### src/rtl/jtlr_pkg.sv
// ----------------------------------------------------------------------------
// jtlr_pkg
// Shared types and constants for the joint trajectory linear resampler.
// ----------------------------------------------------------------------------
package jtlr_pkg;

    localparam int JOINT_COUNT          = 6;
    localparam int MAX_SAMPLES_DEFAULT  = 63;
    localparam int TIME_W               = 32;
    localparam int POS_W                = 32;
    localparam int PERIOD_W             = 20;
    localparam int CFG_DATA_W           = 32;
    localparam int JIDX_W               = $clog2(JOINT_COUNT) > 0 ? $clog2(JOINT_COUNT) : 1;

    localparam logic [PERIOD_W-1:0] PERIOD_RESET = 20'd8000;

    typedef logic [0:0] t_cfg_index;
    localparam t_cfg_index REG_SAMPLE_PERIOD = 1'b0;
    localparam t_cfg_index REG_TRAJ_END      = 1'b1;

    typedef enum logic [3:0] {
        ST_IDLE,
        ST_SETUP,
        ST_CHECK,
        ST_INTERP,
        ST_MD_WAIT,
        ST_EMIT,
        ST_ALIGN,
        ST_ALIGN_WAIT,
        ST_LAST
    } t_state;

endpackage

### src/rtl/joint_trajectory_linear_resampler.sv
// ----------------------------------------------------------------------------
// joint_trajectory_linear_resampler
// Resamples six-joint waypoints onto a fixed time grid by linear
// interpolation between consecutive waypoints.
//
//   channel  | direction | handshake                 | payload
//   ---------+-----------+---------------------------+--------------------------
//   in       | input     | i_in_valid / o_in_stall   | time, six joints, final
//   out      | output    | o_out_valid / i_out_stall | time, six joints, flags
//   cfg      | input     | i_cfg_we                  | index, data
//
// Each grid sample is interpolated joint by joint on the shared bit-serial
// multiply-divide unit, up to MAX_SAMPLES_PER_SEGMENT (default 63) samples
// per waypoint; a zero-length segment repeats the previous positions.
// The input stalls for the whole transaction; one result register decouples
// the output, so a stalled output only holds the next result load.
// Reset is synchronous, active low, and clears all control state.
// ----------------------------------------------------------------------------
module joint_trajectory_linear_resampler #(
    parameter int MAX_SAMPLES_PER_SEGMENT = jtlr_pkg::MAX_SAMPLES_DEFAULT
) (
    input  logic                                   i_clk,
    input  logic                                   i_rst_n,
    input  logic                                   i_in_valid,
    output logic                                   o_in_stall,
    input  logic [jtlr_pkg::TIME_W-1:0]            i_waypoint_time_us,
    input  logic signed [jtlr_pkg::POS_W-1:0]      i_joint_in_0,
    input  logic signed [jtlr_pkg::POS_W-1:0]      i_joint_in_1,
    input  logic signed [jtlr_pkg::POS_W-1:0]      i_joint_in_2,
    input  logic signed [jtlr_pkg::POS_W-1:0]      i_joint_in_3,
    input  logic signed [jtlr_pkg::POS_W-1:0]      i_joint_in_4,
    input  logic signed [jtlr_pkg::POS_W-1:0]      i_joint_in_5,
    input  logic                                   i_final_waypoint,
    output logic                                   o_out_valid,
    input  logic                                   i_out_stall,
    output logic [jtlr_pkg::TIME_W-1:0]            o_sample_time_us,
    output logic signed [jtlr_pkg::POS_W-1:0]      o_joint_out_0,
    output logic signed [jtlr_pkg::POS_W-1:0]      o_joint_out_1,
    output logic signed [jtlr_pkg::POS_W-1:0]      o_joint_out_2,
    output logic signed [jtlr_pkg::POS_W-1:0]      o_joint_out_3,
    output logic signed [jtlr_pkg::POS_W-1:0]      o_joint_out_4,
    output logic signed [jtlr_pkg::POS_W-1:0]      o_joint_out_5,
    output logic                                   o_run_last,
    output logic                                   o_trajectory_done,
    output logic                                   o_overrun,
    input  logic                                   i_cfg_we,
    input  jtlr_pkg::t_cfg_index                   i_cfg_index,
    input  logic [jtlr_pkg::CFG_DATA_W-1:0]        i_cfg_data
);

    localparam int NJ     = jtlr_pkg::JOINT_COUNT;
    localparam int JW     = jtlr_pkg::JIDX_W;
    localparam int PW     = jtlr_pkg::PERIOD_W;
    localparam int K_W    = $clog2(MAX_SAMPLES_PER_SEGMENT + 1);
    localparam int SPAN_W = PW + K_W;

    jtlr_pkg::t_state r_state, n_state;

    // configuration
    logic [PW-1:0] r_period;
    logic [31:0]   r_end;

    // trajectory state
    logic        r_have;
    logic        r_pass;
    logic [31:0] r_prev_time;
    logic [31:0] r_prev_pos [NJ];
    logic [32:0] r_nst;

    // current waypoint and sample work
    logic [31:0]   r_t;
    logic [31:0]   r_cur [NJ];
    logic          r_final;
    logic          r_over;
    logic [31:0]   r_lim;
    logic [31:0]   r_den;
    logic [31:0]   r_num;
    logic [32:0]   r_s;
    logic [K_W-1:0] r_k;
    logic [JW-1:0] r_j;
    logic          r_neg;
    logic [31:0]   r_smp [NJ];

    // result register
    logic        r_out_valid;
    logic [31:0] r_out_time;
    logic [31:0] r_out_pos [NJ];
    logic        r_out_last;
    logic        r_out_done;
    logic        r_out_over;

    logic [31:0]       w_in_pos [NJ];
    logic [PW-1:0]     w_period;
    logic              w_accept;
    logic              w_out_free;
    logic              w_load_sample;
    logic              w_load_last;
    logic [SPAN_W-1:0] w_span;
    logic [33:0]       w_cap_end;
    logic [33:0]       w_s_next;
    logic              w_more;
    logic [32:0]       w_diff;
    logic [31:0]       w_mag;
    logic [31:0]       w_snum;
    logic [31:0]       w_end_m1;
    logic              w_last_j;
    logic              w_align;
    logic              w_round;
    logic [31:0]       w_qr;
    logic [31:0]       w_interp;

    logic        w_md_start;
    logic [31:0] w_md_x;
    logic [31:0] w_md_a;
    logic [31:0] w_md_d;
    logic        w_md_done;
    logic [31:0] w_md_quo;
    logic [31:0] w_md_rem;

    assign w_in_pos[0] = i_joint_in_0;
    assign w_in_pos[1] = i_joint_in_1;
    assign w_in_pos[2] = i_joint_in_2;
    assign w_in_pos[3] = i_joint_in_3;
    assign w_in_pos[4] = i_joint_in_4;
    assign w_in_pos[5] = i_joint_in_5;

    assign w_period   = (r_period == '0) ? PW'(1) : r_period;
    assign o_in_stall = (r_state != jtlr_pkg::ST_IDLE);
    assign w_accept   = i_in_valid && !o_in_stall;
    assign w_out_free = !r_out_valid || !i_out_stall;

    assign w_span    = SPAN_W'(MAX_SAMPLES_PER_SEGMENT) * SPAN_W'(w_period);
    assign w_cap_end = {1'b0, r_s} + 34'(w_span);
    assign w_s_next  = {1'b0, r_s} + 34'(w_period);
    assign w_more    = (r_end != '0) && (r_s <= {1'b0, r_lim})
                       && (r_k < K_W'(MAX_SAMPLES_PER_SEGMENT));
    assign w_end_m1  = r_end - 32'd1;
    assign w_snum    = (r_s[31:0] > r_prev_time) ? r_s[31:0] - r_prev_time : '0;
    assign w_diff    = {r_cur[r_j][31], r_cur[r_j]} - {r_prev_pos[r_j][31], r_prev_pos[r_j]};
    assign w_mag     = w_diff[32] ? 32'(-w_diff) : w_diff[31:0];
    assign w_last_j  = (r_j == JW'(NJ - 1));
    assign w_align   = (r_nst <= {1'b0, r_t});

    // round to nearest, ties away from zero
    assign w_round  = ({1'b0, w_md_rem} << 1) >= {1'b0, r_den};
    assign w_qr     = w_md_quo + {31'd0, w_round};
    assign w_interp = r_neg ? r_prev_pos[r_j] - w_qr : r_prev_pos[r_j] + w_qr;

    assign w_load_sample = (r_state == jtlr_pkg::ST_EMIT) && w_out_free;
    assign w_load_last   = (r_state == jtlr_pkg::ST_LAST) && w_out_free;

    // shared unit operands
    always_comb begin
        w_md_start = 1'b0;
        w_md_x     = w_mag;
        w_md_a     = r_num;
        w_md_d     = r_den;
        unique case (r_state)
            jtlr_pkg::ST_INTERP: begin
                w_md_start = (r_den != '0);
            end
            jtlr_pkg::ST_ALIGN: begin
                w_md_start = w_align;
                w_md_x     = r_t - r_nst[31:0];
                w_md_a     = 32'd1;
                w_md_d     = 32'(w_period);
            end
            default: begin
                w_md_start = 1'b0;
            end
        endcase
    end

    jtlr_muldiv u_muldiv (
        .i_clk   (i_clk),
        .i_rst_n (i_rst_n),
        .i_start (w_md_start),
        .i_x     (w_md_x),
        .i_a     (w_md_a),
        .i_d     (w_md_d),
        .o_done  (w_md_done),
        .o_quo   (w_md_quo),
        .o_rem   (w_md_rem)
    );

    always_ff @(posedge i_clk) begin
        if (!i_rst_n) begin
            r_state <= jtlr_pkg::ST_IDLE;
        end else begin
            r_state <= n_state;
        end
    end

    always_comb begin
        n_state = r_state;
        unique case (r_state)
            jtlr_pkg::ST_IDLE: begin
                if (w_accept) begin
                    if (!r_have) begin
                        if (i_final_waypoint || (r_end <= i_waypoint_time_us)) begin
                            n_state = jtlr_pkg::ST_LAST;
                        end
                    end else if (r_pass) begin
                        n_state = jtlr_pkg::ST_LAST;
                    end else begin
                        n_state = jtlr_pkg::ST_SETUP;
                    end
                end
            end
            jtlr_pkg::ST_SETUP: begin
                n_state = jtlr_pkg::ST_CHECK;
            end
            jtlr_pkg::ST_CHECK: begin
                n_state = w_more ? jtlr_pkg::ST_INTERP : jtlr_pkg::ST_ALIGN;
            end
            jtlr_pkg::ST_INTERP: begin
                if (r_den != '0) begin
                    n_state = jtlr_pkg::ST_MD_WAIT;
                end else if (w_last_j) begin
                    n_state = jtlr_pkg::ST_EMIT;
                end
            end
            jtlr_pkg::ST_MD_WAIT: begin
                if (w_md_done) begin
                    n_state = w_last_j ? jtlr_pkg::ST_EMIT : jtlr_pkg::ST_INTERP;
                end
            end
            jtlr_pkg::ST_EMIT: begin
                if (w_out_free) begin
                    n_state = jtlr_pkg::ST_CHECK;
                end
            end
            jtlr_pkg::ST_ALIGN: begin
                if (w_align) begin
                    n_state = jtlr_pkg::ST_ALIGN_WAIT;
                end else begin
                    n_state = r_final ? jtlr_pkg::ST_LAST : jtlr_pkg::ST_IDLE;
                end
            end
            jtlr_pkg::ST_ALIGN_WAIT: begin
                if (w_md_done) begin
                    n_state = r_final ? jtlr_pkg::ST_LAST : jtlr_pkg::ST_IDLE;
                end
            end
            jtlr_pkg::ST_LAST: begin
                if (w_out_free) begin
                    n_state = jtlr_pkg::ST_IDLE;
                end
            end
            default: begin
                n_state = jtlr_pkg::ST_IDLE;
            end
        endcase
    end

    // control state
    always_ff @(posedge i_clk) begin
        if (!i_rst_n) begin
            r_period    <= jtlr_pkg::PERIOD_RESET;
            r_end       <= '0;
            r_have      <= 1'b0;
            r_pass      <= 1'b0;
            r_prev_time <= '0;
            r_nst       <= '0;
            r_out_valid <= 1'b0;
        end else begin
            if (i_cfg_we) begin
                unique case (i_cfg_index)
                    jtlr_pkg::REG_SAMPLE_PERIOD: r_period <= i_cfg_data[PW-1:0];
                    jtlr_pkg::REG_TRAJ_END:      r_end    <= i_cfg_data[31:0];
                    default:                     r_end    <= r_end;
                endcase
            end

            if (w_accept && (!r_have || r_pass)) begin
                r_prev_time <= i_waypoint_time_us;
                if (!r_have) begin
                    r_have <= 1'b1;
                    r_nst  <= {1'b0, i_waypoint_time_us};
                    r_pass <= (r_end <= i_waypoint_time_us);
                end
            end

            if (r_state == jtlr_pkg::ST_ALIGN) begin
                r_prev_time <= r_t;
            end
            // jump to the first grid point past this waypoint
            if ((r_state == jtlr_pkg::ST_ALIGN_WAIT) && w_md_done) begin
                r_nst <= {1'b0, r_t} - {1'b0, w_md_rem} + 33'(w_period);
            end

            if (w_load_last && r_final) begin
                r_have <= 1'b0;
                r_pass <= 1'b0;
            end

            if (w_load_sample || w_load_last) begin
                r_out_valid <= 1'b1;
            end else if (!i_out_stall) begin
                r_out_valid <= 1'b0;
            end
        end
    end

    // datapath
    always_ff @(posedge i_clk) begin
        if (w_accept) begin
            r_t     <= i_waypoint_time_us;
            r_cur   <= w_in_pos;
            r_final <= i_final_waypoint;
            r_over  <= 1'b0;
            if (!r_have || r_pass) begin
                r_prev_pos <= w_in_pos;
            end
        end

        if (r_state == jtlr_pkg::ST_SETUP) begin
            r_lim <= (w_end_m1 < r_t) ? w_end_m1 : r_t;
            r_den <= (r_t > r_prev_time) ? r_t - r_prev_time : '0;
            r_s   <= r_nst;
            r_k   <= '0;
        end

        if (r_state == jtlr_pkg::ST_CHECK) begin
            if (r_k == '0) begin
                r_over <= (r_end != '0) && (w_cap_end <= {2'b00, r_lim});
            end
            r_num <= (w_snum > r_den) ? r_den : w_snum;
            r_j   <= '0;
        end

        if (r_state == jtlr_pkg::ST_INTERP) begin
            r_neg <= w_diff[32];
            if (r_den == '0) begin
                r_smp[r_j] <= r_prev_pos[r_j];
                r_j        <= r_j + JW'(1);
            end
        end

        if ((r_state == jtlr_pkg::ST_MD_WAIT) && w_md_done) begin
            r_smp[r_j] <= w_interp;
            r_j        <= r_j + JW'(1);
        end

        if (w_load_sample) begin
            r_out_time <= r_s[31:0];
            r_out_pos  <= r_smp;
            r_out_last <= !r_final && ((w_s_next > {2'b00, r_lim})
                          || (r_k == K_W'(MAX_SAMPLES_PER_SEGMENT - 1)));
            r_out_done <= 1'b0;
            r_out_over <= r_over;
            r_s        <= w_s_next[32:0];
            r_k        <= r_k + K_W'(1);
        end

        if (r_state == jtlr_pkg::ST_ALIGN) begin
            r_prev_pos <= r_cur;
        end

        if (w_load_last) begin
            r_out_time <= r_t;
            r_out_pos  <= r_cur;
            r_out_last <= 1'b1;
            r_out_done <= r_final;
            r_out_over <= r_over;
        end
    end

    assign o_out_valid       = r_out_valid;
    assign o_sample_time_us  = r_out_time;
    assign o_joint_out_0     = r_out_pos[0];
    assign o_joint_out_1     = r_out_pos[1];
    assign o_joint_out_2     = r_out_pos[2];
    assign o_joint_out_3     = r_out_pos[3];
    assign o_joint_out_4     = r_out_pos[4];
    assign o_joint_out_5     = r_out_pos[5];
    assign o_run_last        = r_out_last;
    assign o_trajectory_done = r_out_done;
    assign o_overrun         = r_out_over;

    a_pass_needs_start: assert property (@(posedge i_clk) disable iff (!i_rst_n)
        r_pass |-> r_have)
        else $error("passthrough set without a start waypoint");
    a_done_is_last: assert property (@(posedge i_clk) disable iff (!i_rst_n)
        (o_out_valid && o_trajectory_done) |-> o_run_last)
        else $error("trajectory end not marked as last of run");
    a_k_bounded: assert property (@(posedge i_clk) disable iff (!i_rst_n)
        (r_state == jtlr_pkg::ST_EMIT) |-> (r_k < K_W'(MAX_SAMPLES_PER_SEGMENT)))
        else $error("sample count past the cap");
    a_md_done_waited: assert property (@(posedge i_clk) disable iff (!i_rst_n)
        w_md_done |-> ((r_state == jtlr_pkg::ST_MD_WAIT)
                       || (r_state == jtlr_pkg::ST_ALIGN_WAIT)))
        else $error("muldiv result arrived outside a wait state");

endmodule

### src/rtl/jtlr_muldiv.sv
// ----------------------------------------------------------------------------
// jtlr_muldiv
// Bit-serial unit: quotient and remainder of x * a / d, one bit of x a cycle.
// Requires a <= d and d != 0.
// ----------------------------------------------------------------------------
module jtlr_muldiv (
    input  logic        i_clk,
    input  logic        i_rst_n,
    input  logic        i_start,
    input  logic [31:0] i_x,
    input  logic [31:0] i_a,
    input  logic [31:0] i_d,
    output logic        o_done,
    output logic [31:0] o_quo,
    output logic [31:0] o_rem
);

    logic        r_busy;
    logic        r_done;
    logic [4:0]  r_cnt;
    logic [33:0] r_acc;
    logic [31:0] r_quo;
    logic [31:0] r_x;
    logic [31:0] r_a;
    logic [31:0] r_d;

    logic [33:0] w_sum;
    logic [33:0] w_d1;
    logic [33:0] w_d2;
    logic [33:0] n_acc;
    logic [31:0] n_quo;

    assign w_sum = {r_acc[32:0], 1'b0} + (r_x[31] ? {2'b00, r_a} : 34'd0);
    assign w_d1  = {2'b00, r_d};
    assign w_d2  = {1'b0, r_d, 1'b0};

    // partial remainder stays below 3*d, so at most two subtractions
    always_comb begin
        if (w_sum >= w_d2) begin
            n_acc = w_sum - w_d2;
            n_quo = {r_quo[30:0], 1'b0} + 32'd2;
        end else if (w_sum >= w_d1) begin
            n_acc = w_sum - w_d1;
            n_quo = {r_quo[30:0], 1'b0} + 32'd1;
        end else begin
            n_acc = w_sum;
            n_quo = {r_quo[30:0], 1'b0};
        end
    end

    always_ff @(posedge i_clk) begin
        if (!i_rst_n) begin
            r_busy <= 1'b0;
            r_done <= 1'b0;
            r_cnt  <= '0;
        end else begin
            r_done <= 1'b0;
            if (i_start) begin
                r_busy <= 1'b1;
                r_cnt  <= '0;
            end else if (r_busy) begin
                r_cnt <= r_cnt + 5'd1;
                if (r_cnt == 5'd31) begin
                    r_busy <= 1'b0;
                    r_done <= 1'b1;
                end
            end
        end
    end

    always_ff @(posedge i_clk) begin
        if (i_start) begin
            r_acc <= '0;
            r_quo <= '0;
            r_x   <= i_x;
            r_a   <= i_a;
            r_d   <= i_d;
        end else if (r_busy) begin
            r_acc <= n_acc;
            r_quo <= n_quo;
            r_x   <= {r_x[30:0], 1'b0};
        end
    end

    assign o_done = r_done;
    assign o_quo  = r_quo;
    assign o_rem  = r_acc[31:0];

    a_start_idle: assert property (@(posedge i_clk) disable iff (!i_rst_n)
        i_start |-> !r_busy)
        else $error("muldiv started while busy");
    a_done_after_busy: assert property (@(posedge i_clk) disable iff (!i_rst_n)
        $rose(r_done) |-> $past(r_busy))
        else $error("muldiv done without work");
    a_rem_below_div: assert property (@(posedge i_clk) disable iff (!i_rst_n)
        r_done |-> (r_acc < {2'b00, r_d}))
        else $error("muldiv remainder not reduced");

endmodule
### config.mk
export PLATFORM = sky130hd
export DESIGN_NAME = joint_trajectory_linear_resampler
export DESIGN_NICKNAME = d
export VERILOG_FILES = /design/src/rtl/jtlr_pkg.sv /design/src/rtl/joint_trajectory_linear_resampler.sv /design/src/rtl/jtlr_muldiv.sv
export SDC_FILE = /design/constraint.sdc
export NUM_CORES = 2
export LEC_CHECK = 0
export ABC_CLOCK_PERIOD_IN_PS = 12100
export BUFFER_PORTS_ARGS = -buffer_cell sky130_fd_sc_hd__buf_2
export CORE_MARGIN = 10
export CORE_UTILIZATION = 35
export DETAILED_ROUTE_END_ITERATION = 12
export HOLD_SLACK_MARGIN = 0.02
export PLACE_DENSITY = 0.51
export SLEW_MARGIN = 10
export SYNTH_ARGS = -nofsm -noshare
export SYNTH_HDL_FRONTEND = slang
export SYNTH_SLANG_ARGS = --single-unit
### constraint.sdc
create_clock -name i_clk -period 12.1 [get_ports i_clk]
set_clock_uncertainty 0.05 [all_clocks]
set_input_delay 2.42 -clock i_clk [delete_from_list [all_inputs] [get_ports i_clk]]
set_output_delay 2.42 -clock i_clk [all_outputs]
set_load 0.05 [all_outputs]
==> flow_summary_export.csv <==
group,metric,value,unit
synthesis,netlist.area_leader.share,32.7,%
worst_setup_path,cpPeakStageDelay,0.95,ns
die,die_x,499,um
layout,layout-drive-gt1-share,13.1,%
synthesis,synth_nets,9528,
synthesis,synth_area,0.0804,mm2
layout,most-common-layout-cells,"nand2_1, edfxtp_1, o21ai_0",
clock_network,cts_sinks,1268,
worst_setup_path,cp-start-kind,"flip-flop",
synthesis,synth_edf_count,875,
clock_network,cts_hold_buf,0,
routing,drt_iter0_markers,5914,
layout,post-route-util,40.1,%
clock_network,ctsLongestPathBuffers,3,
clock_network,cts_htree_levels,4,
routing,num_vias,65900,
global_routing,grt_use_total,22.6,%
timing,setup_violations,0,
global_routing,antenna_found_initial,18,
clock_network,cts_resized,0,
routing,routed_wl,294000,um
power_and_ir_drop,ir_worst_vdd,0.243,mV
die,rows,175,
layout,nNetsFinal,9886,
clock_network,post_cts_buffers,0,
die,die_area,0.249,mm2
routing,dr_wl_met3,19400,um
clock_network,numCtsBuffers,151,
global_routing,overflow,0,
place,dp_hpwl,223000,um
global_routing,grt_pass1_wl,429000,um
global_routing,grt_pass1_vias,64000,
die,io_pins,492,
timing,finalMaxSlewViolations,0,
synthesis,synthTopCellsByArea,"edfxtp_1, ha_1, dfxtp_1",
place,dpl.cell_count,11700,
synthesis,synthFlopType,"edfxtp_1",
worst_setup_path,worstPathMaxFanout,12,
global_routing,grt_max_degree,168,
flow_run,max_cap_viol_count,0,
worst_setup_path,critPathSlowestCell,"nor4_1",
power_and_ir_drop,p_per_area,282,mW/mm2
timing,hold_viol,0,
timing,setup_total_negative_slack,0,ns
place,place_congestion,0.936,
hold_path,hp-class,"flip-flop to flip-flop",
routing,drc,0,
synthesis,syn_avg_cell_area,9.43,um2
hold_path,hold_path_depth,2,
worst_setup_path,worst_path_most_repeated_cell,"a21oi_1",
routing,top_layer,"met5",
synthesis,ys_seq_area_share,42.5,%
routing,wl_met1,140000,um
layout,fin_cells,12000,
routing,dr.pass1.iters,6,
worst_setup_path,crit_path_end_kind,"flip-flop",
routing,wl_met2,127000,um
timing,period_share,77.5,%
timing,slew_headroom,12.0,%
timing,grt_setup_unrepaired,"false",
synthesis,synthArstFlopShare,0,%
place,portBuffers,491,
routing,wl_per_cell,24.4,um
synthesis,yosys_warnings,0,
worst_setup_path,setup.worst_path.class,"flip-flop to flip-flop",
timing,fmax,107,MHz
layout,layout_commonest_cell,"nand2_1",
run_status,outcome,"finished clean",
synthesis,ys_types,103,
clock_network,cts_tree,"yes",
routing,viasPerCell,5.47,
die,initial_core_util,35.3,%
synthesis,syn_inst,8533,
worst_setup_path,critPathRequiredTime,12.83,ns
synthesis,ys_ff_latch,1268,
power_and_ir_drop,p_leak,38.2,nW
worst_setup_path,crit_arrival,10.11,ns
timing,fin_crit,9.38,ns
die,fp.coreArea,0.228,mm2
clock_network,clk_pin_slew,0.06,ns
layout,area_delta_synth_final,13.7,%
clock_network,worstSkewPairLatency,0.84,ns
die,fp.dieH,499,um
worst_setup_path,rr_worst_depth,37,
routing,ant_nets,0,
synthesis,synth_top_cell_by_area,"edfxtp_1",
timing,worstMarginPinSlew,1.31,ns
clock_network,cts-root-buf,"clkbuf_16",
sequential cells by signal, indices dropped and copies added (netlist names), 33 cells and up:
signal and flops:
r_s 33, r_smp 192, r_prev_pos 192, r_nst 33
u_muldiv.r_acc 33, r_cur 192
power breakdown:
group / internal (mW) / total [mW] / switching (mW)
logic: 5.02 / 14.1 / 9.13
clock network: 2.70 / 4.72 / 2.02
registers: 6.14 / 6.97 / 0.827
cell usage after synthesis (17+ instances only):
library cell / n
nand2_1: 1383
nor2b_1: 78
buf_1: 37
mux2_2: 248
a221oi_1: 45
or2_2: 17
mux2i_1: 29
and3_1: 56
o31ai_1: 31
nor2_1: 454
nand3_1: 140
clkbuf_1: 353
a22oi_1: 156
dfxtp_1: 393
a21o_1: 231
o21ai_0: 650
and4_1: 18
and2_1: 90
xnor2_1: 257
nor3_1: 85
ha_1: 630
a31oi_1: 52
o211ai_1: 187
nand4_1: 87
a211oi_1: 60
edfxtp_1: 875
or3_1: 31
nor4_1: 34
a21oi_1: 519
a21boi_0: 22
o21bai_1: 47
fa_1: 102
nand2b_1: 79
inv_1: 567
o21a_1: 59
xor2_1: 192
cells by family after synthesis:
logic type | synth area share [%]
simple gates | 14.6
compound gates | 17.3
flops | 42.5
buf+inv | 4.54
fa+ha+maj | 12.4
xor+xnor | 4.93
mux | 3.83
critical path: cells and delay by family, from the launching register on:
kind | cells | cell delay, ns
AOI/OAI and AO/OA | 18 | 3.91
xor gates and xnor gates | 2 | 0.57
adders and majority gates | 4 | 1.30
buffers and inverters | 1 | 0.12
DFF | 1 | 0.40
and+or+nand+nor | 12 | 3.00
layer usage:
| metal | GRT usage, % | vias up |
|---|---|---|
| met1 | 32.8 | 32200 |
| met5 | 0 | - |
| met4 | 6.33 | 12 |
| met2 | 34.1 | 2117 |
| met3 | 4.12 | 347 |
| li1 | - | 31200 |
through the flow:
| step | setup WS, ns | instance area, um2 | total power [mW] | hold slack (ns) |
|---|---|---|---|---|
| final | 2.72 | 91400 | 25.8 | 0.430 |
| after global routing | 1.95 | 91400 | 27.5 | 0.466 |
| after CTS | 2.83 | 91400 | 25.9 | 0.427 |
| after detailed placement | 2.81 | 86300 | 21.0 | 0.421 |
| after global placement | 2.76 | 86300 | 20.9 | 0.411 |
| after floorplan | 2.98 | 80400 | 16.9 | 0.358 |
final timing paths:
kind,from,endpoint,slack (ns)
setup / recovery,r_den[1],r_smp[30],2.72
hold / removal,r_period[0],r_period[0],0.43
setup reg to reg,r_den[1],r_smp[30],2.72
hold reg to reg,r_period[0],r_period[0],0.43
cell type report:
cell class | instances | area [um2]
Inverter | 569 | 2150
Multi-Input combinational cell | 6296 | 42800
Clock buffer | 206 | 4190
Antenna cell | 12 | 30.0
Timing Repair Buffer | 605 | 3430
Sequential cell | 1268 | 34100
Fill cell | 22400 | 136000
Tap cell | 3009 | 3760
Clock inverter | 77 | 955
Power figures use the tool's default switching activity.
